[config.mk]
export PLATFORM = sky130hd
export DESIGN_NAME = sels_back
export DESIGN_NICKNAME = d
export VERILOG_FILES = /design/src/rtl/sels_pkg.sv /design/src/rtl/sels_back.sv
export VERILOG_INCLUDE_DIRS = /design/src /design/src/rtl
export SDC_FILE = /design/constraint.sdc
export NUM_CORES = 2
export LEC_CHECK = 0
export ABC_AREA = 1
export ABC_CLOCK_PERIOD_IN_PS = 65400
export BUFFER_PORTS_ARGS = -buffer_cell sky130_fd_sc_hd__buf_4
export CAP_MARGIN = 5
export CORE_ASPECT_RATIO = 0.9
export CORE_MARGIN = 5
export CORE_UTILIZATION = 45
export CTS_CLUSTER_SIZE = 40
export DETAILED_ROUTE_END_ITERATION = 10
export HOLD_SLACK_MARGIN = 0.05
export PLACE_DENSITY = 0.58
export SETUP_SLACK_MARGIN = 0.02
export SLEW_MARGIN = 20
export SYNTH_ARGS = -nofsm -noshare
export SYNTH_HDL_FRONTEND = slang
export SYNTH_SLANG_ARGS = --single-unit
[constraint.sdc]
create_clock -name clock -period 65.4 [get_ports clock]
set_input_delay 19.62 -clock clock [delete_from_list [all_inputs] [get_ports clock]]
set_output_delay 19.62 -clock clock [all_outputs]
set_load 0.02 [all_outputs]
[src/rtl/assert_macros.svh]
// ----------------------------------------------------------------------------
// Assertion macros
// Shared concurrent assertion forms. Define NO_ASSERTIONS to drop them.
// ----------------------------------------------------------------------------
`ifndef ASSERT_MACROS_SVH
`define ASSERT_MACROS_SVH
`ifndef NO_ASSERTIONS
`define ASSERT_IMPLIES(label, clk, rst, cond, prop) \
   label: assert property (@(posedge clk) disable iff (rst) (cond) |-> (prop)) \
      else $error("assertion failed");
`define ASSERT_NEXT(label, clk, rst, cond, prop) \
   label: assert property (@(posedge clk) disable iff (rst) (cond) |=> (prop)) \
      else $error("assertion failed");
`else
`define ASSERT_IMPLIES(label, clk, rst, cond, prop)
`define ASSERT_NEXT(label, clk, rst, cond, prop)
`endif
`endif

[src/rtl/sels_pkg.sv]
// ----------------------------------------------------------------------------
// sels_pkg
// Types and constants of the segment subdivision unit.
// ----------------------------------------------------------------------------
package sels_pkg;
   localparam int COORD_W    = 24;
   localparam int STEP_W     = 23;
   localparam int MAG_W      = 24;
   localparam int SQ_W       = 50;
   localparam int ROOT_W     = 25;
   localparam int REM_W      = 28;
   localparam int PROD_W     = ROOT_W + MAG_W;
   localparam int IDX_W      = 6;
   localparam int MAX_PIECES = 64;
   localparam int CNT_W      = $clog2(MAX_PIECES);
   localparam int ITER_W     = 6;
   localparam logic [STEP_W-1:0] STEP_RESET = 23'd399;

   typedef struct packed {
      logic signed [COORD_W-1:0] start_x;
      logic signed [COORD_W-1:0] start_y;
      logic signed [COORD_W-1:0] end_x;
      logic signed [COORD_W-1:0] end_y;
   } req_type;

   typedef struct packed {
      logic signed [COORD_W-1:0] piece_start_x;
      logic signed [COORD_W-1:0] piece_start_y;
      logic signed [COORD_W-1:0] piece_end_x;
      logic signed [COORD_W-1:0] piece_end_y;
      logic [IDX_W-1:0]          piece_index;
      logic                      last_piece;
      logic                      truncated;
   } rsp_type;

   typedef struct packed {
      req_type             seg;
      logic                neg_x;
      logic                neg_y;
      logic [MAG_W-1:0]    mag_x;
      logic [MAG_W-1:0]    mag_y;
      logic [ROOT_W-1:0]   seg_len;
      logic [STEP_W-1:0]   step;
      logic [CNT_W-1:0]    count;
      logic                extra;
      logic                capped;
      logic                single;
   } job_type;
endpackage

[src/rtl/sels_back.sv]
// ----------------------------------------------------------------------------
// sels_back
// Walks the pieces of one segment and interpolates their endpoints.
// ----------------------------------------------------------------------------
`include "assert_macros.svh"
module sels_back (
   input  logic                   clock,
   input  logic                   reset,
   input  logic                   q_valid,
   input  sels_pkg::job_type      q_job,
   output logic                   q_pop,
   output logic                   rsp_strobe,
   output sels_pkg::rsp_type      rsp_data
);
   import sels_pkg::*;

   typedef enum logic [4:0] {
      B_IDLE = 5'b00001,
      B_MUL  = 5'b00010,
      B_DIV  = 5'b00100,
      B_EMIT = 5'b01000,
      B_TAIL = 5'b10000
   } back_state_type;

   back_state_type              state_ff, state_in;
   job_type                     job_ff;
   logic signed [COORD_W-1:0]   px_ff, py_ff, nx, ny;
   logic [CNT_W-1:0]            idx_ff;
   logic [ROOT_W-1:0]           k_ff;
   logic [PROD_W-1:0]           numx_ff, numy_ff;
   logic [ROOT_W-1:0]           remx_ff, remy_ff, qx_ff, qy_ff;
   logic [ROOT_W:0]             remx_sh, remy_sh;
   logic [ITER_W-1:0]           iter_ff;
   logic                        valid_ff;
   rsp_type                     rsp_ff;
   logic                        last_cnt;

   assign q_pop      = (state_ff == B_IDLE) && q_valid;
   assign rsp_strobe = valid_ff;
   assign rsp_data   = rsp_ff;
   assign remx_sh    = {remx_ff, numx_ff[PROD_W-1]};
   assign remy_sh    = {remy_ff, numy_ff[PROD_W-1]};
   assign nx = job_ff.neg_x ? job_ff.seg.start_x - $signed(qx_ff[COORD_W-1:0])
                            : job_ff.seg.start_x + $signed(qx_ff[COORD_W-1:0]);
   assign ny = job_ff.neg_y ? job_ff.seg.start_y - $signed(qy_ff[COORD_W-1:0])
                            : job_ff.seg.start_y + $signed(qy_ff[COORD_W-1:0]);
   assign last_cnt = (idx_ff == job_ff.count - 1'b1);

   always_comb begin
      state_in = state_ff;
      case (state_ff)
         B_IDLE: begin
            if (q_valid) begin
               state_in = q_job.single ? B_TAIL : B_MUL;
            end
         end
         B_MUL:  state_in = B_DIV;
         B_DIV:  state_in = (iter_ff == '0) ? B_EMIT : B_DIV;
         B_EMIT: begin
            if (!last_cnt) begin
               state_in = B_MUL;
            end else begin
               state_in = job_ff.extra ? B_TAIL : B_IDLE;
            end
         end
         B_TAIL: state_in = B_IDLE;
         default: state_in = B_IDLE;
      endcase
   end

   always_ff @(posedge clock) begin
      if (reset) begin
         state_ff <= B_IDLE;
         valid_ff <= 1'b0;
      end else begin
         state_ff <= state_in;
         valid_ff <= (state_ff == B_EMIT) || (state_ff == B_TAIL);
      end
      case (state_ff)
         B_IDLE: begin
            job_ff <= q_job;
            px_ff  <= q_job.seg.start_x;
            py_ff  <= q_job.seg.start_y;
            idx_ff <= '0;
            k_ff   <= ROOT_W'(q_job.step);
         end
         B_MUL: begin
            numx_ff <= k_ff * job_ff.mag_x;
            numy_ff <= k_ff * job_ff.mag_y;
            remx_ff <= '0;
            remy_ff <= '0;
            iter_ff <= ITER_W'(PROD_W - 1);
         end
         B_DIV: begin
            numx_ff <= {numx_ff[PROD_W-2:0], 1'b0};
            numy_ff <= {numy_ff[PROD_W-2:0], 1'b0};
            if (remx_sh >= {1'b0, job_ff.seg_len}) begin
               remx_ff <= ROOT_W'(remx_sh - {1'b0, job_ff.seg_len});
               qx_ff   <= {qx_ff[ROOT_W-2:0], 1'b1};
            end else begin
               remx_ff <= remx_sh[ROOT_W-1:0];
               qx_ff   <= {qx_ff[ROOT_W-2:0], 1'b0};
            end
            if (remy_sh >= {1'b0, job_ff.seg_len}) begin
               remy_ff <= ROOT_W'(remy_sh - {1'b0, job_ff.seg_len});
               qy_ff   <= {qy_ff[ROOT_W-2:0], 1'b1};
            end else begin
               remy_ff <= remy_sh[ROOT_W-1:0];
               qy_ff   <= {qy_ff[ROOT_W-2:0], 1'b0};
            end
            iter_ff <= iter_ff - 1'b1;
         end
         B_EMIT: begin
            rsp_ff.piece_start_x <= px_ff;
            rsp_ff.piece_start_y <= py_ff;
            rsp_ff.piece_end_x   <= nx;
            rsp_ff.piece_end_y   <= ny;
            rsp_ff.piece_index   <= IDX_W'(idx_ff);
            rsp_ff.last_piece    <= last_cnt && !job_ff.extra;
            rsp_ff.truncated     <= job_ff.capped;
            px_ff  <= nx;
            py_ff  <= ny;
            idx_ff <= idx_ff + 1'b1;
            k_ff   <= k_ff + ROOT_W'(job_ff.step);
         end
         B_TAIL: begin
            rsp_ff.piece_start_x <= px_ff;
            rsp_ff.piece_start_y <= py_ff;
            rsp_ff.piece_end_x   <= job_ff.seg.end_x;
            rsp_ff.piece_end_y   <= job_ff.seg.end_y;
            rsp_ff.piece_index   <= IDX_W'(idx_ff);
            rsp_ff.last_piece    <= 1'b1;
            rsp_ff.truncated     <= job_ff.capped && !job_ff.single;
         end
         default: ;
      endcase
   end

   `ASSERT_NEXT(a_gap_after_last, clock, reset, rsp_strobe && rsp_data.last_piece, !rsp_strobe)
   `ASSERT_IMPLIES(a_pop_has_item, clock, reset, q_pop, q_valid)
   `ASSERT_NEXT(a_single_alone, clock, reset,
      (state_ff == B_IDLE) && q_valid && q_job.single, state_ff == B_TAIL)
endmodule

# Yosys cells after proc, flatten, opt, wreduce, memory -nomap -nowiden
# Cells that the tools add are included.
# word_totals
register_bits,594
latchBits,0
ramBits,0
romBits,0
input_bits,206
output_inout_bits,106
wordCells,87
n_memories,0
# classes
addsub,10
mul,2
n_div,0
magnitude_cmp,2
n_eq_ne,7
shift,0
muxes,22
n_bitwise,0
n_reduce_logical,10
# ops
op,count
$pmux W104 S2,1
$pmux W49 S2,2
$pmux W25 S2,3
$mul A25 B24 Y49,2
$pmux W24 S2,2
$ge A26 B25 Y1,2
$mux W25,2
$sub A25 B25 Y25,2
$add A24 B24 Y24,2
$mux W24,2
$sub A24 B24 Y24,2
$add A25 B23 Y25,1
$pmux W6 S2,2
$mux W5,4
$pmux W5 S4,1
$sub A6 B1 Y6 const B,2
$add A6 B1 Y6 const B,1
$eq A6 B6 Y1,1
$logic_not A6 Y1,1
$reduce_bool A2 Y1,3
$eq A5 B1 Y1 const B,1
$eq A5 B2 Y1 const B,1
$eq A5 B3 Y1 const B,1
$eq A5 B4 Y1 const B,1
other kinds (7),11

# Longest topological paths before layout
# depth
ltp_word,4
mapped_depth,31
depth_no_buf,29

# Worst setup path after synthesis
# Ideal clock, no wire load.
# synth_timing
path_type,input-to-output
start,input port q_valid
end,output port q_pop
arrival_time_ns,19.934
t_required_ns,45.780
path_slack_ns,25.846
stages,2
n_path_buf,0
cell_sequence,inv_1 nor2_1
# synth_via
elab_chain_len,1
# synth_lines
item,line,rtl
"start, declared",sels_back.sv:9,"input logic q_valid,"
$logic_and A1 B1 Y1,sels_back.sv:38,assign q_pop = (state_ff == B_IDLE) && q_valid;
"end, declared",sels_back.sv:11,"output logic q_pop,"
# Every way passes these cells.

# Final worst setup path
# Same ends and word-level chain as after synthesis.

==> results.ini <==
[synthesis]
synth_commonest_cells = nand2_1, inv_1, fa_1, edfxtp_1, nor2_1
syn_area_sq_um = 73500
yosysWarningCount = 0
synthArstFlopShare = 0
ys_seq_area_frac = 0.242
yosysTopAreaCell = fa_1
synth-edff-count = 588
yosysUniqueCellTypes = 45
yosys-top-cells-area = fa_1, edfxtp_1, nand2_1
synthCells = 9308
yosysTopAreaCellShare = 0.276
syn_nets = 11000
post-synth-top-count-cell = nand2_1
ys_ff_latch = 594
synth_ff_type = edfxtp_1
syn_avg_cell_area_sq_um = 7.89

[global_routing]
grt_max_degree = 144
gr-usage-all-layers = 0.250
first_global_vias = 59900
grt_remaining_overflow = 0
antenna_found_initial = 11
grt_first_pass_wirelength_microns = 336000

[route]
avgViaCountPerCell = 4.98
avgRoutedWirePerCell_microns = 18.2
drtPass1Iterations = 6
drt-total-wl_microns = 212000
vias = 58100
drc = 0
final_antenna_net_count = 0
drt_iter0_drc = 3798

[worst_setup_path]
regToRegStartpoint = k_ff[23]
cp_top_family = buffers and inverters
worstSetupPathType = in -> out
reg2reg_setup_slack_ns = 58.03
crit_end = q_pop
worstPathCellList = buf_4 -> inv_1 -> nor2_1 -> buf_4
critPathBufInv = 3
critical_path_depth = 4
critical_path.max_stage_delay_ns = 0.15
worstPathArrival_ns = 19.98
crit_path_start_kind = input pin
cp_max_fo = 2
cpMostUsedCell = buf_4
startpoint = q_valid
slowest_stage = buf_4
reg2reg_depth = 27
worst_setup_path_end_kind = output port
critPathRequiredTime_ns = 45.78
rr_endpoint = numy_ff[48]

[floorplanning]
dieArea_sq_um = 171000
die_w_microns = 436
start_util = 0.453
num_rows = 140
pin_count = 312
die_h_microns = 393
core_area_sq_um = 162000

[clocking]
clock_sinks = 594
post_cts.repair.setup_buffers = 0
hold_buffers = 0
cts_resized = 0
cts.clk_slew.worst_paths_ns = 0.06
root_buffer = clkbuf_16
cts_max_level = 3
cts_buffers = 73
cts_buffer_depth = 3
cts_tree = yes
clk_latency_ns = 0.69

[finish]
area_growth_pct = 9.48
finish.net_count = 11200
drive_gt1_frac = 0.0596

[timing]
slew-limit-headroom = 0.322
tns_ns = 0
hold_viol = 0
fmax_mhz = 25.3
worst_slew_pin_slew_ns = 1.02
final-setup-viol-count = 0
post-route-min-period_ns = 39.60
slew_violations = 0
grt_setup_unrepaired = false
period_share = 0.605
skew_ns = 0.0490

[placed_design]
gp_congestion = 0.939
hpwl_microns = 165000
portBuffers = 311

[flow_run]
maxCapViolations = 0

[min_path]
hold_class = reg -> reg

[outcome]
status = completed

[worst register-to-register path, stage by stage (launching register included)]
cell and delay (ns):
edfxtp_1 0.50, buf_4 0.36, buf_4 0.49, nand2_1 0.14
inv_1 0.10, fa_1 0.45, fa_1 0.60, inv_1 0.08
fa_1 0.50, fa_1 0.53, inv_1 0.06, fa_1 0.49
fa_1 0.49, inv_1 0.05, fa_1 0.49, inv_1 0.05
ha_1 0.34, nand2_1 0.12, nor2_1 0.23, inv_1 0.12
nor2_1 0.26, nand2_1 0.09, nand2_1 0.12, nand2_1 0.10
nand3_1 0.10, nand2_1 0.06, nand3_1 0.09, nand2_1 0.09
[how the worst min path moves through the flow]
stage | endpoint | cells after the start | slack (ns) | from
6_report | rsp_data[56] | 0 | 0.42 | py_ff[0]
4_1_cts | rsp_data[56] | 0 | 0.42 | py_ff[0]
3_5_place_dp | rsp_data[59] | 0 | 0.41 | py_ff[3]
3_3_place_gp | rsp_data[58] | 0 | 0.40 | py_ff[2]
2_1_floorplan | rsp_data[100] | 0 | 0.40 | px_ff[20]
5_1_grt | rsp_data[71] | 0 | 0.42 | py_ff[15]
[cell type report]
type	instances	area, sq um
inverters	2411	9060
repair buffers	413	3140
multi-input cells	5965	45400
clock buffers	88	1930
diodes	8	20.0
flip-flops and latches	594	17800
well taps	2130	2670
fillers	15800	81600
clock inverters	42	474
[sequential cells by signal (all words and copies together) (netlist names), 24 cells and up]
name / cells
job_ff: 203
rsp_data: 104
numx_ff: 49
numy_ff: 49
k_ff: 25
remx_ff: 25
remy_ff: 25
px_ff: 24
py_ff: 24
qx_ff: 24
qy_ff: 24
[cells by family after synthesis]
kind of cell    synth area share
simple gates               0.214
buf+inv                    0.141
fa+ha+maj                  0.357
flops                      0.242
compound gates            0.0315
xor+xnor                  0.0148
[cells in the final DEF (no fill, tap or decap), types with 9 or more instances in the layout]
cell type  instances
nand2_1         2906
inv_1           2406
fa_1            1013
edfxtp_1         588
nor2_1           478
ha_1             474
buf_4            409
nand3_1          318
a21oi_1          215
o21ai_0          157
nand4_1           88
clkbuf_16         75
xnor2_1           71
xor2_1            53
nor3_1            40
or2_2             31
nand3b_1          28
o21bai_1          26
clkinv_1          18
clkbuf_1          13
a21o_1             9
[metrics by stage]
stage	util	hold WS [ns]	area, sq um	setup WS [ns]	cells
6_report	0.496	0.416	80400	25.80	11700
5_1_grt	0.496	0.424	80400	25.78	11600
4_1_cts	0.496	0.416	80400	25.80	11600
3_5_place_dp	0.481	0.406	78000	25.81	11500
3_3_place_gp	0.481	0.405	77900	25.77	11500
2_1_floorplan	-	0.400	73500	25.85	9308
[metal layers]
metal  track usage  routed length [microns]  up-vias
li1              -                        -    27800
met5             0                       13        -
met4        0.0733                     6300        2
met2         0.424                   101000     1471
met1         0.337                    93000    28500
met3        0.0348                    11500      319
Power is left out: the tool's default activity adds up to more than one toggle a clock period on the data nets, which glitch-free logic cannot reach.
