===== config.mk =====
export PLATFORM = sky130hd
export DESIGN_NAME = sels_queue
export DESIGN_NICKNAME = d
export VERILOG_FILES = /design/src/rtl/assert_macros.svh /design/src/rtl/sels_pkg.sv /design/src/rtl/sels_queue.sv
export SDC_FILE = /design/constraint.sdc
export NUM_CORES = 1
export LEC_CHECK = 0
export BUFFER_PORTS_ARGS = -buffer_cell sky130_fd_sc_hd__buf_2
export CORE_MARGIN = 2
export CORE_UTILIZATION = 53
export DETAILED_ROUTE_END_ITERATION = 7
export PLACE_DENSITY = 0.8
export SYNTH_ARGS = -nofsm -noshare
export SYNTH_HDL_FRONTEND = slang
export SYNTH_SLANG_ARGS = --single-unit

===== constraint.sdc =====
create_clock -name clock -period 12 [get_ports clock]
set_clock_uncertainty 0.2 [all_clocks]
set_input_delay 1.2 -clock clock [delete_from_list [all_inputs] [get_ports clock]]
set_output_delay 1.2 -clock clock [all_outputs]
set_load 0.005 [all_outputs]

===== src/rtl/assert_macros.svh =====
// ----------------------------------------------------------------------------
// Assertion macros
// Shared concurrent assertion forms. Define NO_ASSERTIONS to drop them.
// ----------------------------------------------------------------------------
`ifndef ASSERT_MACROS_SVH
`define ASSERT_MACROS_SVH
`ifndef NO_ASSERTIONS
`define ASSERT_IMPLIES(label, clk, rst, cond, prop) \
   label: assert property (@(posedge clk) disable iff (rst) (cond) |-> (prop)) \
      else $error("assertion failed");
`define ASSERT_NEXT(label, clk, rst, cond, prop) \
   label: assert property (@(posedge clk) disable iff (rst) (cond) |=> (prop)) \
      else $error("assertion failed");
`else
`define ASSERT_IMPLIES(label, clk, rst, cond, prop)
`define ASSERT_NEXT(label, clk, rst, cond, prop)
`endif
`endif


===== src/rtl/sels_pkg.sv =====
// ----------------------------------------------------------------------------
// sels_pkg
// Types and constants of the segment subdivision unit.
// ----------------------------------------------------------------------------
package sels_pkg;
   localparam int COORD_W    = 24;
   localparam int STEP_W     = 23;
   localparam int MAG_W      = 24;
   localparam int SQ_W       = 50;
   localparam int ROOT_W     = 25;
   localparam int REM_W      = 28;
   localparam int PROD_W     = ROOT_W + MAG_W;
   localparam int IDX_W      = 6;
   localparam int MAX_PIECES = 64;
   localparam int CNT_W      = $clog2(MAX_PIECES);
   localparam int ITER_W     = 6;
   localparam logic [STEP_W-1:0] STEP_RESET = 23'd399;

   typedef struct packed {
      logic signed [COORD_W-1:0] start_x;
      logic signed [COORD_W-1:0] start_y;
      logic signed [COORD_W-1:0] end_x;
      logic signed [COORD_W-1:0] end_y;
   } req_type;

   typedef struct packed {
      logic signed [COORD_W-1:0] piece_start_x;
      logic signed [COORD_W-1:0] piece_start_y;
      logic signed [COORD_W-1:0] piece_end_x;
      logic signed [COORD_W-1:0] piece_end_y;
      logic [IDX_W-1:0]          piece_index;
      logic                      last_piece;
      logic                      truncated;
   } rsp_type;

   typedef struct packed {
      req_type             seg;
      logic                neg_x;
      logic                neg_y;
      logic [MAG_W-1:0]    mag_x;
      logic [MAG_W-1:0]    mag_y;
      logic [ROOT_W-1:0]   seg_len;
      logic [STEP_W-1:0]   step;
      logic [CNT_W-1:0]    count;
      logic                extra;
      logic                capped;
      logic                single;
   } job_type;
endpackage


===== src/rtl/sels_queue.sv =====
// ----------------------------------------------------------------------------
// sels_queue
// Two-entry queue of classified segments between front and back.
// ----------------------------------------------------------------------------
module sels_queue (
   input  logic                      clock,
   input  logic                      reset,
   input  logic                      push,
   input  sels_pkg::job_type         wr_job,
   input  logic                      pop,
   output sels_pkg::job_type         rd_job,
   output logic                      valid,
   output logic                      full
);
   import sels_pkg::*;

   job_type      entry_ff [2];
   logic         wr_ptr_ff, rd_ptr_ff;
   logic [1:0]   count_ff;

   assign rd_job = entry_ff[rd_ptr_ff];
   assign valid  = (count_ff != 2'd0);
   assign full   = (count_ff == 2'd2);

   always_ff @(posedge clock) begin
      if (reset) begin
         wr_ptr_ff <= 1'b0;
         rd_ptr_ff <= 1'b0;
         count_ff  <= 2'd0;
      end else begin
         if (push) begin
            wr_ptr_ff <= ~wr_ptr_ff;
         end
         if (pop) begin
            rd_ptr_ff <= ~rd_ptr_ff;
         end
         count_ff <= count_ff + {1'b0, push} - {1'b0, pop};
      end
      if (push) begin
         entry_ff[wr_ptr_ff] <= wr_job;
      end
   end
endmodule


### Word level (Yosys, flattened, before mapping)

Memories as Yosys holds them, arrays and structs flattened. A register that Yosys moved wholly into a read port is not among the register bits.
Cells that the tools add are included.
W data, S select, Z words.

| operators by class | value |
|---|---|
| add/sub/neg operators | 2 |
| equal/unequal tests | 1 |
| mux-type cells | 4 |
| bitwise gates (word level) | 2 |
| reductions and logical operators | 1 |

Operator list:

| operator | number |
|---|---|
| $mux W1 | 4 |
| $add A2 B1 Y2 | 1 |
| $eq A2 B2 Y1 const B | 1 |
| $not A1 Y1 | 2 |
| $reduce_bool A2 Y1 | 1 |
| $sub A2 B1 Y2 | 1 |

| word-level totals | value |
|---|---|
| register bits after elaboration | 4 |
| memory bits (writable) | 406 |
| bits of input ports | 207 |
| logic and storage cells | 14 |
| memories | 1 |

Memories:

| name | words | width | read ports | clocked after Yosys merged registers in | write ports | line | text |
|---|---|---|---|---|---|---|---|
| entry_ff | 2 | 203 | 1 | 1 | 1 | sels_queue.sv:17 | `job_type entry_ff [2];` |

### Depth between registers and ports, before layout

Gate-level depths: netlist (run 1).

| logic depth | value |
|---|---|
| depth after elaboration | 3 |
| mapped depth | 6 |

### Worst setup path before layout (run 1)

OpenSTA, ideal clock, no wires.

| timing path | value |
|---|---|
| kind | input port to flip-flop |
| start | input port push |
| end | memory entry_ff[0][0] (netlist bit) (enable) |
| arrival | 9.952 ns |
| data required time | 11.006 ns |
| slack | 1.054 ns |
| cell stages on the path | 1 |
| path through | nor2b_1 |

| between the ends | value |
|---|---|
| longest elaborated chain between the ends | 2 |

Ends and longest elaborated chain:

| item | line | text |
|---|---|---|
| from (decl) | sels_queue.sv:8 | `input logic push,` |
| $mux W1 | sels_queue.sv:39 | `if (push) begin` |
| $mux W1 (implied by the code) | sels_queue.sv:40 | `entry_ff[wr_ptr_ff] <= wr_job;` |
| to (decl) | sels_queue.sv:17 |  |

Every way passes these cells.

==> run metrics, run 1 <==
Data arrival, critical path ~3600 ps; worst skew pair latency between 500 and 600 ps; Gate Count Post-Synth between 600 and 700; Die Area ~31000 um2; Layout area overhead 24.0%; Critical Path Sink Type output pin; top cells by area, synth edfxtp_1 (78%), mux2_4 (16%), mux2_2 (2.4%); Clk pwr share a little under two fifths; min-delay src rd_ptr_ff; Detailed Routing Iterations Pass 1 4; Placement Rows just over 60; Post-CTS Setup Inserts 0; Flop pwr share roughly half; Synth top area share 78.3%; crit share post-route between 40% and 50%; Hold Worst Slack about 340 ps; cell taking the most area after synthesis edfxtp_1; Clock Tree Root clkbuf_16; routed length per instance between 20 and 25 um; Worst IR Drop VDD ~160 uV; IO Port Bufs 411; Crit Path Max Fanout 52; dpl cell area approximately 18000 um2; CTS-repair resized insts 0; critical path type flip-flop to output pin; FF-to-FF path depth 2; Worst Max-Slew Pin Slew 1080 ps; max-slew violations 0; DRT iter0 DRCs approximately 500; Yosys reg bits between 400 and 500; initial antenna violation count 13; Leak roughly 7.6 nW; ys async rst share 0%; Final Wtd Congestion ~0.80; Chip Height between 150 and 200 um; filler cell count 1933; total CTS buffers just over 40; first-pass GRT wire length about 47000 um; Final HPWL DP approximately 22000 um; Max Buffers Root-to-Sink 3; slowest CP cell buf_4; register area share after synthesis 78.9%; delay-heaviest family, CP buffers and inverters; CP Data Required Time between 10000 and 15000 ps; number of flops mapped to enable cells by yosys 406; DR DRC count 0; Sw Share 20.9%; Final Cell Area around 19000 um2; TritonCTS clock tree built; H-tree lvl count 2; Post-Syn Nets about 860; Synth Warn # 0; Int Pwr approximately 2.6 mW; # setup viols final 0; Power Density approximately 170 nW/um2; nets@finish about 1.3k; share of layout cells above drive strength 1 about three fifths; Setup TNS Final 0 ps; initial cell density of the core a little over half; cts hold-fix bufs 0; Slew HR ~28%; post-layout util between 60% and 70%; most frequent CP cell buf_4; largest net degree at the start of global routing around 80; vias per cell roughly 5; DR vias roughly 7.8k; max frequency 200 MHz; P_sw between 600 and 700 uW; # placed instances 1433; Hold Path Class flip-flop to flip-flop; reg2reg start wr_ptr_ff; pre-CTS WS about 7500 ps; Die X between 150 and 200 um; hold path depth 2; gr usage total between 20% and 30%; post-route worst setup slack approximately 7000 ps; Avg Inst Size Synth about 24 um2; number of global-route vias before repair around 8.2k; Max Cap Viol 0; drt total wl roughly 32000 um; clock-pin transition on the worst setup and hold timing paths approximately 60 ps; count leader, synth edfxtp_1; total power roughly 3.3 mW; Fin. Hold Viols 0; Largest stage delay, worst path around 850 ps; part of the power in combinational logic 10.7%; R2R Setup Slk ~9100 ps; Core ar. 28900 um2; crit path launch type flip-flop; unique cell type count in the Yosys netlist 15; crit-path cells buf_4 -> buf_4 -> mux2_2 -> buf_2; grt ovf 0; Bufs and invs on worst path 3; RSZ-0062 raised after global routing no; Final min period 5010 ps; Finished Layout Cells 1518; status completed; Cell Area, Synth about 16000 um2; Primary FF master, synth edfxtp_1; Commonest cells post-synth edfxtp_1 (406), mux2_4 (170), mux2_2 (33); Hold Path Sink rd_ptr_ff; io pins between 400 and 500; clk sinks ~410; Antenna Nets Post-Route 0; reg-to-reg critical path endpoint entry_ff[1][107]
[registers in the layout, summed over array words and instances, names as in the netlist, named ones only]
name	cells
count_ff	2
entry_ff	406
rd_ptr_ff	1
wr_ptr_ff	1
[area by class of cell]
cell class                 count  area [um2]  share of cell area (%)
clock inverter                20         204                    1.06
multi-input combinational    217        3050                    15.8
inverter                       2        7.51                  0.0389
tap                          384         480                    2.49
antenna                        9        22.5                   0.117
sequential                   411       12300                    63.7
timing repair buffer         419        2120                    11.0
clock buffer                  56        1140                    5.93
[cells in the final DEF (no fill, tap or decap), drive strengths merged]
| cell | count |
|---|---|
| and2 | 1 |
| buf | 419 |
| bufinv | 4 |
| clkbuf | 56 |
| clkinv | 13 |
| clkinvlp | 1 |
| dfxtp | 5 |
| diode | 9 |
| edfxtp | 406 |
| ha | 2 |
| inv | 4 |
| mux2 | 203 |
| nor2 | 4 |
| nor2b | 3 |
| or2 | 1 |
| xnor2 | 2 |
| xnor3 | 1 |
[worst max-delay path by stage]
stage | start | endpoint | cells past startpoint
3_5_place_dp | flip-flop | rd_job[1] | 4
6_report | flip-flop | rd_job[1] | 4
3_3_place_gp | flip-flop | rd_job[1] | 4
2_1_floorplan | push | entry_ff[0][0] | 1
4_1_cts | flip-flop | rd_job[1] | 4
5_1_grt | flip-flop | rd_job[1] | 4
[power groups by stage]
stage	clock, mW	combinational (mW)	sequential, mW
after floorplan	0	0.219	1.75
after global placement	0	0.350	1.74
after detailed placement	0	0.358	1.74
after CTS	1.28	0.361	1.71
after global routing	1.34	0.383	1.72
final	1.26	0.356	1.71
[layer usage]
metal / GRT usage (%) / vias up / wire length, um
met3: 7.53 / 76 / 3200
met5: 0 / - / 33
met4: 7.78 / 6 / 1030
met1: 23.0 / 3814 / 11500
li1: - / 3499 / -
met2: 35.2 / 385 / 16300
[logic make-up after synthesis]
logic type | share of synthesized area [%]
flops | 78.9
mux | 18.8
buf+inv | 1.61
simple gates | 0.297
xor+xnor | 0.257
fa+ha+maj | 0.161
[worst register-to-register path: cells and delay by family (launching register included)]
family	cells	cell delay, ps
flip-flops	1	410
buffers and inverters	1	880
AND/OR/NAND/NOR	1	870
No activity file was read; power rests on OpenSTA's default activity.
==> run 2, diff against run 1 <==
--- a/config.mk
+++ b/config.mk
@@ -7,9 +7,9 @@
 export LEC_CHECK = 0
 export BUFFER_PORTS_ARGS = -buffer_cell sky130_fd_sc_hd__buf_2
 export CORE_MARGIN = 2
-export CORE_UTILIZATION = 53
+export CORE_UTILIZATION = 47
 export DETAILED_ROUTE_END_ITERATION = 7
-export PLACE_DENSITY = 0.8
+export PLACE_DENSITY = 0.75
 export SYNTH_ARGS = -nofsm -noshare
 export SYNTH_HDL_FRONTEND = slang
 export SYNTH_SLANG_ARGS = --single-unit
==> constraint.sdc (replaced) <==
create_clock -name clock -period 4 [get_ports clock]
set_clock_uncertainty 0.2 [all_clocks]
set_input_delay 0.4 -clock clock [delete_from_list [all_inputs] [get_ports clock]]
set_output_delay 0.4 -clock clock [all_outputs]
set_load 0.005 [all_outputs]
==> run metrics, run 2 (synthesized netlist as in run 1, its figures left out) <==
grt ovf 0 (unchanged); critical path type flip-flop to output pin; IO Port Bufs 411 (unchanged); nets@finish 1524 (+17%); share of layout cells above drive strength 1 51.6% (-9.1 points); Layout area overhead 38.5%; crit share post-route between 70 and 80%; Post-CTS Setup Inserts 0 (unchanged); Leak 8.57 nW (+12%); crit-path cells buf_4 -> mux2_2 -> buf_2; Core ar. 32600 um2 (+13%); dpl cell area 18200 um2 (+1.5%); CP Data Required Time 3400 ps (-7200 ps); Antenna Nets Post-Route 0 (unchanged); cts hold-fix bufs 207 (+207); drt total wl 36100 um (+13%); Final HPWL DP 22400 um (+2.9%); H-tree lvl count 2 (unchanged); gr usage total 19.9% (-0.42 points); Critical Path Sink Type output pin; TritonCTS clock tree built; max-slew violations 0 (unchanged); Final min period roughly 2800 ps; first-pass GRT wire length 51700 um (+11%); Hold Path Class flip-flop to flip-flop; initial antenna violation count 7 (-6); slowest CP cell dfxtp_4; Chip Height 186 um (+6.1%); pre-CTS WS 1690 ps (-5810 ps); R2R Setup Slk 1840 ps (-7290 ps); hold path depth 2 (unchanged); Fin. Hold Viols 0 (unchanged); Die Area 34600 um2 (+12%); filler cell count 2123 (+9.8%); min-delay src rd_ptr_ff; Largest stage delay, worst path 710 ps (-140 ps); FF-to-FF path depth 2 (unchanged); Top Registers entry_ff: 406 flops, count_ff: 2 flops; Hold Path Sink rd_ptr_ff; worst skew pair latency 520 ps (about the same); clk sinks 411 (unchanged); # setup viols final 0 (unchanged); most frequent standard cell in the layout excluding fill and tap cells buf_2; Worst IR Drop VDD 441 uV (+180%); Die X 186 um (+6.1%); Max Cap Viol 0 (unchanged); Worst Max-Slew Pin Slew 843 ps (-234 ps); register area 12300 um2 (unchanged); reg-to-reg critical path endpoint entry_ff[1][86]; DRT iter0 DRCs 438 (-13%); Final Wtd Congestion 0.731 (-8.2%); Final Cell Area 21600 um2 (+12%); Data arrival, critical path 2230 ps (-1380 ps); delay-heaviest family, CP flip-flops; number of global-route vias before repair 9277 (+14%); commonest cells after routing, fill and taps aside buf_2 (411), edfxtp_1 (406), dlygate4sd3_1 (207), mux2_4 (170), clkbuf_16 (43); Power Density 468 nW/um2 (+170%); number of flip-flops in the largest register 406 (unchanged); RSZ-0062 raised after global routing no; Placement Rows 66 (+6.5%); area of the multi-input gates 3050 um2 (unchanged); vias per cell 4.84 (-5.5%); crit path launch type flip-flop; initial cell density of the core 47.8% (-6.2 points); Largest Register entry_ff; clock-pin transition on the worst setup and hold timing paths 60 ps (about the same); io pins 412 (unchanged); Clock Tree Root clkbuf_16; Max Buffers Root-to-Sink 3 (unchanged); total CTS buffers 42 (+2.4%); CTS-repair resized insts 0 (unchanged); Bufs and invs on worst path 2 (-1); DR DRC count 0 (unchanged); reg2reg start wr_ptr_ff; post-route worst setup slack 1170 ps (-5830 ps); status completed; DR vias 8678 (+12%); Detailed Routing Iterations Pass 1 7 (+3); Slew HR 43.8% (+16 points); max frequency 353 MHz; Crit Path Max Fanout 30 (-42%); largest net degree at the start of global routing 57 (-28%); routed length per instance 20.1 um (-4.7%); Hold Worst Slack 340 ps (+0.379 ps)
## run 2: where the power goes
| group | switching (mW) | total [mW] | internal [mW] | leakage (nW) |
|---|---|---|---|---|
| Combinational | 0.548 | 1.29 | 0.743 | 4.09 |
| Sequential | 0.0926 | 5.13 | 5.03 | 3.85 |
| Clock | 1.54 | 3.68 | 2.14 | 0.625 |
## run 2: how the worst max path moves through the flow
stage                                end  slack, ps      start  cells after the start
final                         rd_job[23]       1170  flip-flop                      3
after global routing          rd_job[23]       1060  flip-flop                      3
after CTS                     rd_job[23]       1110  flip-flop                      3
after detailed placement      rd_job[24]       1690  flip-flop                      3
after global placement        rd_job[29]       1720  flip-flop                      3
after floorplan           entry_ff[0][0]        -70       push                      1
## run 2: layout make-up
type                       count  share of cell area (%)
inverter                       2                  0.0348
sequential                   411                    57.0
tap                          442                    2.56
clock buffer                  49                    5.09
multi-input combinational    217                    14.1
antenna                        7                  0.0812
clock inverter                23                   0.817
timing repair buffer         641                    20.3
## run 2: layer usage
metal  vias up  global-route usage (%)  wire [um]
met2       370                    36.7      19100
met1      4290                    21.9      13100
met4         0                    8.00       1330
met3        83                    4.95       2490
met5         -                       0          0
li1       3935                       -          -
## run 2: worst reg2reg max path, cell delays in order, from the launching register on
cell     delay (ps)
dfxtp_1         440
and2_4          750
buf_4           450
## run 2: through the flow
stage	std cells	utilization (%)	total power [mW]	TNS (ps)
2_1_floorplan	653	-	5.85	-14980
3_3_place_gp	1506	55.9	6.29	0
3_5_place_dp	1506	55.9	6.33	0
4_1_cts	1785	66.1	10.1	0
5_1_grt	1791	66.2	10.5	0
6_report	1792	66.2	10.1	0
