$ cat config.mk
export PLATFORM = sky130hd
export DESIGN_NAME = sels_front
export DESIGN_NICKNAME = d
export VERILOG_FILES = /design/src/rtl/sels_pkg.sv /design/src/rtl/sels_front.sv
export VERILOG_INCLUDE_DIRS = /design/src /design/src/rtl
export SDC_FILE = /design/constraint.sdc
export NUM_CORES = 2
export LEC_CHECK = 0
export ABC_CLOCK_PERIOD_IN_PS = 10250
export BUFFER_PORTS_ARGS = -buffer_cell sky130_fd_sc_hd__buf_2
export CAP_MARGIN = 20
export CORE_MARGIN = 8
export CORE_UTILIZATION = 50
export DETAILED_ROUTE_END_ITERATION = 16
export PLACE_DENSITY = 0.8
export SLEW_MARGIN = 15
export SYNTH_ARGS = -nofsm -noshare
export SYNTH_HDL_FRONTEND = slang
export SYNTH_SLANG_ARGS = --single-unit
export TNS_END_PERCENT = 100
$ cat constraint.sdc
create_clock -name clock -period 10.25 [get_ports clock]
set_input_delay 0.5125 -clock clock [delete_from_list [all_inputs] [get_ports clock]]
set_output_delay 0.5125 -clock clock [all_outputs]
set_load 0.02 [all_outputs]
$ cat src/rtl/assert_macros.svh
// ----------------------------------------------------------------------------
// Assertion macros
// Shared concurrent assertion forms. Define NO_ASSERTIONS to drop them.
// ----------------------------------------------------------------------------
`ifndef ASSERT_MACROS_SVH
`define ASSERT_MACROS_SVH
`ifndef NO_ASSERTIONS
`define ASSERT_IMPLIES(label, clk, rst, cond, prop) \
   label: assert property (@(posedge clk) disable iff (rst) (cond) |-> (prop)) \
      else $error("assertion failed");
`define ASSERT_NEXT(label, clk, rst, cond, prop) \
   label: assert property (@(posedge clk) disable iff (rst) (cond) |=> (prop)) \
      else $error("assertion failed");
`else
`define ASSERT_IMPLIES(label, clk, rst, cond, prop)
`define ASSERT_NEXT(label, clk, rst, cond, prop)
`endif
`endif

$ cat src/rtl/sels_pkg.sv
// ----------------------------------------------------------------------------
// sels_pkg
// Types and constants of the segment subdivision unit.
// ----------------------------------------------------------------------------
package sels_pkg;
   localparam int COORD_W    = 24;
   localparam int STEP_W     = 23;
   localparam int MAG_W      = 24;
   localparam int SQ_W       = 50;
   localparam int ROOT_W     = 25;
   localparam int REM_W      = 28;
   localparam int PROD_W     = ROOT_W + MAG_W;
   localparam int IDX_W      = 6;
   localparam int MAX_PIECES = 64;
   localparam int CNT_W      = $clog2(MAX_PIECES);
   localparam int ITER_W     = 6;
   localparam logic [STEP_W-1:0] STEP_RESET = 23'd399;

   typedef struct packed {
      logic signed [COORD_W-1:0] start_x;
      logic signed [COORD_W-1:0] start_y;
      logic signed [COORD_W-1:0] end_x;
      logic signed [COORD_W-1:0] end_y;
   } req_type;

   typedef struct packed {
      logic signed [COORD_W-1:0] piece_start_x;
      logic signed [COORD_W-1:0] piece_start_y;
      logic signed [COORD_W-1:0] piece_end_x;
      logic signed [COORD_W-1:0] piece_end_y;
      logic [IDX_W-1:0]          piece_index;
      logic                      last_piece;
      logic                      truncated;
   } rsp_type;

   typedef struct packed {
      req_type             seg;
      logic                neg_x;
      logic                neg_y;
      logic [MAG_W-1:0]    mag_x;
      logic [MAG_W-1:0]    mag_y;
      logic [ROOT_W-1:0]   seg_len;
      logic [STEP_W-1:0]   step;
      logic [CNT_W-1:0]    count;
      logic                extra;
      logic                capped;
      logic                single;
   } job_type;
endpackage

$ cat src/rtl/sels_front.sv
// ----------------------------------------------------------------------------
// sels_front
// Takes a segment, finds its integer length and the piece count.
// ----------------------------------------------------------------------------
`include "assert_macros.svh"
module sels_front (
   input  logic                           clock,
   input  logic                           reset,
   input  logic                           start,
   output logic                           busy,
   input  sels_pkg::req_type              req_data,
   input  logic [sels_pkg::STEP_W-1:0]    step_length,
   input  logic                           q_full,
   output logic                           q_push,
   output sels_pkg::job_type              q_job
);
   import sels_pkg::*;

   typedef enum logic [5:0] {
      F_IDLE = 6'b000001,
      F_SQX  = 6'b000010,
      F_SQY  = 6'b000100,
      F_SQRT = 6'b001000,
      F_DIV  = 6'b010000,
      F_PUSH = 6'b100000
   } front_state_type;

   front_state_type     state_ff, state_in;
   job_type             job_ff, job_in;
   logic [SQ_W-1:0]     sum_ff, sum_in;
   logic [REM_W-1:0]    rem_ff, rem_in;
   logic [ROOT_W-1:0]   root_ff, root_in;
   logic [ITER_W-1:0]   iter_ff, iter_in;
   logic [MAG_W-1:0]    mul_op;
   logic [2*MAG_W-1:0]  sq;
   logic [REM_W-1:0]    rem_sh, trial;
   logic [STEP_W:0]     drem_sh;
   logic signed [COORD_W:0] dx, dy;

   assign busy   = (state_ff != F_IDLE);
   assign q_push = (state_ff == F_PUSH) && !q_full;
   assign q_job  = job_ff;

   always_comb begin
      state_in = state_ff;
      job_in   = job_ff;
      sum_in   = sum_ff;
      rem_in   = rem_ff;
      root_in  = root_ff;
      iter_in  = iter_ff;
      dx = {job_ff.seg.end_x[COORD_W-1], job_ff.seg.end_x}
         - {job_ff.seg.start_x[COORD_W-1], job_ff.seg.start_x};
      dy = {job_ff.seg.end_y[COORD_W-1], job_ff.seg.end_y}
         - {job_ff.seg.start_y[COORD_W-1], job_ff.seg.start_y};
      // Magnitudes are not yet registered in the first squaring cycle.
      mul_op  = (state_ff == F_SQX) ? (dx[COORD_W] ? MAG_W'(-dx) : MAG_W'(dx))
                                    : job_ff.mag_y;
      sq      = mul_op * mul_op;
      rem_sh  = {rem_ff[REM_W-3:0], sum_ff[SQ_W-1 -: 2]};
      trial   = {1'b0, root_ff, 2'b01};
      drem_sh = {rem_ff[STEP_W-1:0], root_ff[ROOT_W-1]};
      case (state_ff)
         F_IDLE: begin
            if (start) begin
               job_in.seg  = req_data;
               job_in.step = step_length;
               state_in    = F_SQX;
            end
         end
         F_SQX: begin
            job_in.neg_x = dx[COORD_W];
            job_in.neg_y = dy[COORD_W];
            job_in.mag_x = dx[COORD_W] ? MAG_W'(-dx) : MAG_W'(dx);
            job_in.mag_y = dy[COORD_W] ? MAG_W'(-dy) : MAG_W'(dy);
            sum_in   = SQ_W'(sq);
            state_in = F_SQY;
         end
         F_SQY: begin
            sum_in   = sum_ff + SQ_W'(sq);
            rem_in   = '0;
            root_in  = '0;
            iter_in  = ITER_W'(ROOT_W - 1);
            state_in = F_SQRT;
         end
         F_SQRT: begin
            sum_in = {sum_ff[SQ_W-3:0], 2'b00};
            if (rem_sh >= trial) begin
               rem_in  = rem_sh - trial;
               root_in = {root_ff[ROOT_W-2:0], 1'b1};
            end else begin
               rem_in  = rem_sh;
               root_in = {root_ff[ROOT_W-2:0], 1'b0};
            end
            iter_in = iter_ff - 1'b1;
            if (iter_ff == '0) begin
               job_in.seg_len = root_in;
               rem_in         = '0;
               iter_in        = ITER_W'(ROOT_W - 1);
               state_in       = F_DIV;
            end
         end
         F_DIV: begin
            // root_ff now shifts out the length, and sum_ff gathers the quotient.
            root_in = {root_ff[ROOT_W-2:0], 1'b0};
            if (drem_sh >= {1'b0, job_ff.step}) begin
               rem_in = REM_W'(drem_sh - {1'b0, job_ff.step});
               sum_in = {sum_ff[SQ_W-2:0], 1'b1};
            end else begin
               rem_in = REM_W'(drem_sh);
               sum_in = {sum_ff[SQ_W-2:0], 1'b0};
            end
            iter_in = iter_ff - 1'b1;
            if (iter_ff == '0) begin
               job_in.single = (job_ff.step == '0) || (sum_in[ROOT_W-1:0] == '0);
               job_in.capped = sum_in[ROOT_W-1:0] > ROOT_W'(MAX_PIECES - 1);
               job_in.extra  = (rem_in != '0) || job_in.capped;
               job_in.count  = job_in.capped ? CNT_W'(MAX_PIECES - 1)
                                             : sum_in[CNT_W-1:0];
               state_in      = F_PUSH;
            end
         end
         F_PUSH: begin
            if (!q_full) begin
               state_in = F_IDLE;
            end
         end
         default: state_in = F_IDLE;
      endcase
      if (state_ff == F_SQRT && iter_ff == '0) begin
         sum_in = '0;
      end
   end

   always_ff @(posedge clock) begin
      if (reset) begin
         state_ff <= F_IDLE;
      end else begin
         state_ff <= state_in;
      end
      job_ff  <= job_in;
      sum_ff  <= sum_in;
      rem_ff  <= rem_in;
      root_ff <= root_in;
      iter_ff <= iter_in;
   end

   `ASSERT_IMPLIES(a_push_room, clock, reset, q_push, !q_full)
   `ASSERT_IMPLIES(a_busy_hold, clock, reset, busy && start, state_ff != F_IDLE)
   `ASSERT_NEXT(a_accept_seq, clock, reset, !busy && start, state_ff == F_SQX)
endmodule

# Yosys cells after proc, flatten, opt, wreduce, memory -nomap -nowiden
# Index checks and enable logic that the tools add are counted.
[word_totals] in_bits=123 word_cells=77 ram_bits=0 rom_bits=0 latch_bits=0 n_memories=0 out_inout_bits=205 reg_bits=316
[classes] mux=20 magnitude_cmp=3 reduce_logical=15 multipliers=1 n_bitwise=0 eq_ne=11 div_mod_pow=0 n_addsub=8 shift=0
[op_table] operator="case mux 50 bit (4 select lines)" count=1
[op_table] operator="case mux 26 bit (3 select lines)" count=1
[op_table] operator="case mux 25 bit (3 select lines)" count=1
[op_table] operator="two-way mux 24 bit" count=3
[op_table] operator="two-way mux 28 bit" count=2
[op_table] operator="two-way mux 26 bit" count=2
[op_table] operator="adder 50 x 48 -> 50 bit" count=1
[op_table] operator="two-way mux 50 bit" count=1
[op_table] operator="subtractor 24 x 24 -> 25 bit" count=2
[op_table] operator="multiplier 24 x 24 -> 48 bit" count=1
[op_table] operator="negation 24 bit" count=2
[op_table] operator="case mux 6 bit (6 select lines)" count=1
[op_table] operator="two-way mux 6 bit" count=5
[op_table] operator=">= comparator 28 x 27 -> 1 bit" count=1
[op_table] operator="nonzero test 28 bit" count=1
[op_table] operator="subtractor 26 bit" count=1
[op_table] operator="greater-than comparator 25 x 6 -> 1 bit, second input constant" count=1
[op_table] operator="zero test 25 bit" count=1
[op_table] operator="subtractor 24 x 23 -> 25 bit" count=1
[op_table] operator=">= comparator 24 x 23 -> 1 bit" count=1
[op_table] operator="zero test 23 bit" count=1
[op_table] operator="case mux 6 bit (3 select lines)" count=1
[op_table] operator="inequality test 2 bit, second input constant" count=4
[op_table] operator="equality test 6 x 1 -> 1 bit, second input constant" count=1
[op_table] operator="16 further kinds" count=21

# Longest topological paths before layout
[depth] word_depth=7 mapped_depth=56 ltp_nobuf=54

# Worst setup path before layout
# OpenSTA, ideal clock, no wires.
[synth_path] path_kind="reg2reg" startpoint="register job_ff, in the netlist q_job[179]" endpoint="register sum_ff[47]" path_buffers=2 arrival_time_ns=11.161 stages_incl_launch_ff=51 setup_ns=0.123 slack_ns=-1.035 required_ns=10.127 cell_sequence="edfxtp_1 ha_1 fa_1 nor2b_4 o2111ai_2 nand3b_4 o21ai_2 a21oi_1 mux2i_1 nor4_2 nor2_1 xor2_1 mux2i_1 inv_1 buf_1 nand2_1 fa_1 inv_1 [... 15 more ...] a31oi_1 o21ai_0 a21o_1 a21oi_1 xnor2_1 ha_1 clkbuf_1 a21o_1 a21o_1 a21oi_1 o21ai_0 a21oi_1 a21boi_0 a21oi_1 mux2i_1 nor4_1 or2_2 nand3_1"
[synth_between] elab_chain_len=7
[synth_lines] item="start: declaration" line_no="sels_front.sv:29" source="job_type job_ff, job_in;"
[synth_lines] item="start signal: assignment" line_no="sels_front.sv:140" source="job_ff <= job_in;"
[synth_lines] item="subtractor 24 x 24 -> 25 bit (*)" line_no="sels_front.sv:52" source="- {job_ff.seg.start_x[COORD_W-1], job_ff.seg.start_x};"
[synth_lines] item="negation 24 bit" line_no="sels_front.sv:56" source="mul_op = (state_ff == F_SQX) ? (dx[COORD_W] ? MAG_W'(-dx) : MAG_W'(dx))"
[synth_lines] item="two-way mux 24 bit (*) (2 in series)" line_no="sels_front.sv:56"
[synth_lines] item="multiplier 24 x 24 -> 48 bit (*)" line_no="sels_front.sv:58" source="sq = mul_op * mul_op;"
[synth_lines] item="adder 50 x 48 -> 50 bit" line_no="sels_front.sv:79" source="sum_in = sum_ff + SQ_W'(sq);"
[synth_lines] item="case mux 50 bit (4 select lines) (*)" line_no="sels_front.sv:62" source="case (state_ff)"
[synth_lines] item="end signal: assignment" line_no="sels_front.sv:141" source="sum_ff <= sum_in;"
[synth_lines] item="end: declaration" line_no="sels_front.sv:30" source="logic [SQ_W-1:0] sum_ff, sum_in;"
# Every way passes the cells marked *; elsewhere a longest branch is shown, timed or not.
# A chain may end at the register's enable or synchronous reset.

# Worst setup path after layout
[layout_path] startpoint="register job_ff, in the netlist q_job[131]" endpoint="register sum_ff[44]"
# The elaborated chain is that of the path after synthesis.

==> impl_metrics.toml <==
[timing]
finalCritPeriodShare = 1.14
fmax_ghz = 0.0857
worst_slack_ns = -1.41
setup_viol = 31
slew_headroom = 0.301
period_needed_ns = 11.66
clock_skew_ns = 0.0436
worstMarginPinSlew_ns = 1.05
drv_slew = 0
report.final.hold_viol_count = 0
rsz0062_at_grt = "true"

[cts]
clockBufferDepth = 3
cts.sinks = 316
cts_made_buffers = 37
clkTransAtPathRegs_ns = 0.06
insertion_delay_ns = 0.58
cts_root_buf = "clkbuf_16"
h-tree-depth = 2
cts_tree = "done"

[logic_synthesis]
synthArstFlopShare = 0
synth_xor_area_frac = 0.0501
synth_cell_types = 110
synthMuxAreaShare = 0.0150
syn_area_sq_um = 37000
yosysWarnings = 0
synth_fa_ha_area_frac = 0.338
yosysSeqAreaShare = 0.242
synth_seq_cells = 316
synth_top_family_by_area = "adder cells"
ys.flop_type = "edfxtp_1"
synthesis.nets = 4778
synthCells = 3911
synthSimpleGateAreaFrac = 0.128
synth_compound_area_frac = 0.145
synth-edff-count = 260
syn-mean-instance-area_sq_um = 9.45

[route]
ant_nets = 0
routed_via_density = 5.87
initialDrtViolationCount = 3601
drt-total-wl_microns = 126000
drcViolationCount = 0
num_vias = 34800
wl_per_cell_microns = 21.3
first_pass_iters = 6

[finish]
final_nets = 5808
fillers = 5156
final_cell_mix = "714 x buf_4, 617 x inv_1, 410 x fa_1"
area_growth_syn_to_layout_pct = 32.6
multi_input_comb_area_sq_um = 27000
layout.cells.non_filler = 5929
final_common_cell = "buf_4"
regArea_sq_um = 8930
layout-drive-gt1-share = 0.324

[floorplanning]
die_h_microns = 288
dieWidth_microns = 288
initial_core_util = 0.506
core_sq_um = 73100
pin_count = 328
die_area_sq_um = 82900
rows = 99

[grt]
grt_pass1_wl_microns = 192000
grt-ovfl-total = 0
gr-usage-all-layers = 0.289
grt_max_degree = 78
grt_pass1_vias = 36400
antenna_found_initial = 5

[min_path]
holdPathEnd = "q_job[30]$_DFFE_PP_"
holdPathStages = 1
hold_class = "input port to flip-flop"
hp-start = "step_length[21]"

[setup_path]
crit_type = "flip-flop to flip-flop"
r2r-end = "sum_ff[44]$_SDFFE_PP0N_"
critPathRequiredTime_ns = 10.68
critPathMaxFanout = 8
crit_path_top_delay_cell = "fa_1"
r2r_start = "q_job[131]$_DFFE_PP_"
critPathArrivalTime_ns = 12.09
worst_setup_path_start_kind = "flip-flop"
r2r_setup_slack_ns = -1.41
rr_worst_depth = 53
setup.worst_path.end_class = "flip-flop"
cp_common_cell = "inv_1"
max_stage_delay_ns = 0.52

[outcome]
violations = "negative setup slack"
status = "complete, but fails checks"

[placement]
port_buffers = 327
place_hpwl_microns = 93700
place_congestion = 0.970
dp.cells = 5716

[flow_run]
drv_cap = 0
## how the worst max path moves through the flow
stage / slack (ns) / depth (start not counted) / endpoint / startpoint
final: -1.41 / 53 / sum_ff[44]$_SDFFE_PP0N_ / q_job[131]$_DFFE_PP_
after global routing: -1.72 / 53 / sum_ff[44]$_SDFFE_PP0N_ / q_job[131]$_DFFE_PP_
after CTS: -0.78 / 51 / sum_ff[48]$_SDFFE_PP0N_ / q_job[131]$_DFFE_PP_
after detailed placement: -1.16 / 48 / sum_ff[46]$_SDFFE_PP0N_ / q_job[131]$_DFFE_PP_
after global placement: -0.98 / 47 / sum_ff[46]$_SDFFE_PP0N_ / q_job[179]$_DFFE_PP_
after floorplan: -0.34 / 51 / sum_ff[47]$_SDFFE_PP0N_ / q_job[185]$_DFFE_PP_
## layer usage
metal | wire, microns | GRT usage
met3 | 13200 | 0.0716
met5 | 43 | 0
met1 | 44700 | 0.340
met2 | 61500 | 0.496
met4 | 7120 | 0.137
## repair_timing
item | in CTS | in global routing
cloned | 2 | 2
pin swaps | 185 | 104
setup endpoints to repair | 31 | 36
buffers inserted | 105 | 40
resized for setup | 270 | 168
hold buffers | 0 | 0
## synth_stat cells (18+ instances only)
cell type	instances	share of area
nor2b_1	24	0.0041
a21o_1	95	0.019
fa_1	426	0.23
nand3_1	41	0.0056
xnor2_1	128	0.030
nand2b_1	46	0.0078
ha_1	318	0.11
a211oi_1	20	0.0041
inv_1	641	0.065
edfxtp_1	260	0.21
o21a_1	29	0.0059
xor2_1	81	0.019
nor2_1	351	0.036
and2_1	21	0.0036
nor3_1	48	0.0065
o21ai_0	121	0.016
and3_1	18	0.0030
a31oi_1	33	0.0056
nand2_1	313	0.032
dfxtp_1	56	0.030
or3_1	19	0.0032
nand4_1	24	0.0041
mux2i_1	43	0.012
a21oi_1	236	0.032
o21bai_1	20	0.0041
nor4_1	27	0.0046
buf_2	35	0.0047
o22ai_1	29	0.0049
clkbuf_1	73	0.0074
## state kept, by name (all words and copies together), names as in the netlist
register	cells
sum_ff	50
state_ff	6
q_job	203
rem_ff	26
root_ff	25
iter_ff	6
## critical path: cells and delay by family, from the launching register on
family	cells	cell delay (ns)
simple gates	10	1.37
mux	1	0.12
flops	1	0.42
fa+ha+maj	11	4.58
xor+xnor	3	0.59
compound gates	15	3.14
buf+inv	13	1.30
## stage by stage
stage | hold slack [ns] | instance area, sq um | setup slack (ns) | setup TNS [ns] | util
2_1_floorplan | 0.426 | 37300 | -0.336 | -2.97 | -
3_3_place_gp | 0.437 | 44600 | -0.981 | -16.91 | 0.610
3_5_place_dp | 0.435 | 44600 | -1.16 | -23.45 | 0.610
4_1_cts | 0.0971 | 47900 | -0.777 | -12.72 | 0.655
5_1_grt | 0.101 | 49000 | -1.72 | -37.18 | 0.671
6_report | 0.111 | 49000 | -1.41 | -26.50 | 0.671
## cell families (layout without fill, tap and decap cells)
family / count (synthesis) / in the layout
fa+ha+maj: 744 / 744
xor+xnor: 210 / 210
compound gates: 793 / 793
flops: 316 / 316
buf+inv: 781 / 1838
simple gates: 1014 / 1014
mux: 53 / 53
other cells: 0 / 2
## final cells by class
type                    count  area share
diodes                      2    0.000102
inverters                 651      0.0503
clock buffers              42      0.0193
multi-input cells        2814       0.551
flip-flops and latches    316       0.182
well taps                 959      0.0245
clock inverters            24     0.00643
repair buffers           1121       0.167
Power is left out: the tool's default activity adds up to more than one toggle a clock period on the data nets, which glitch-free logic cannot reach.
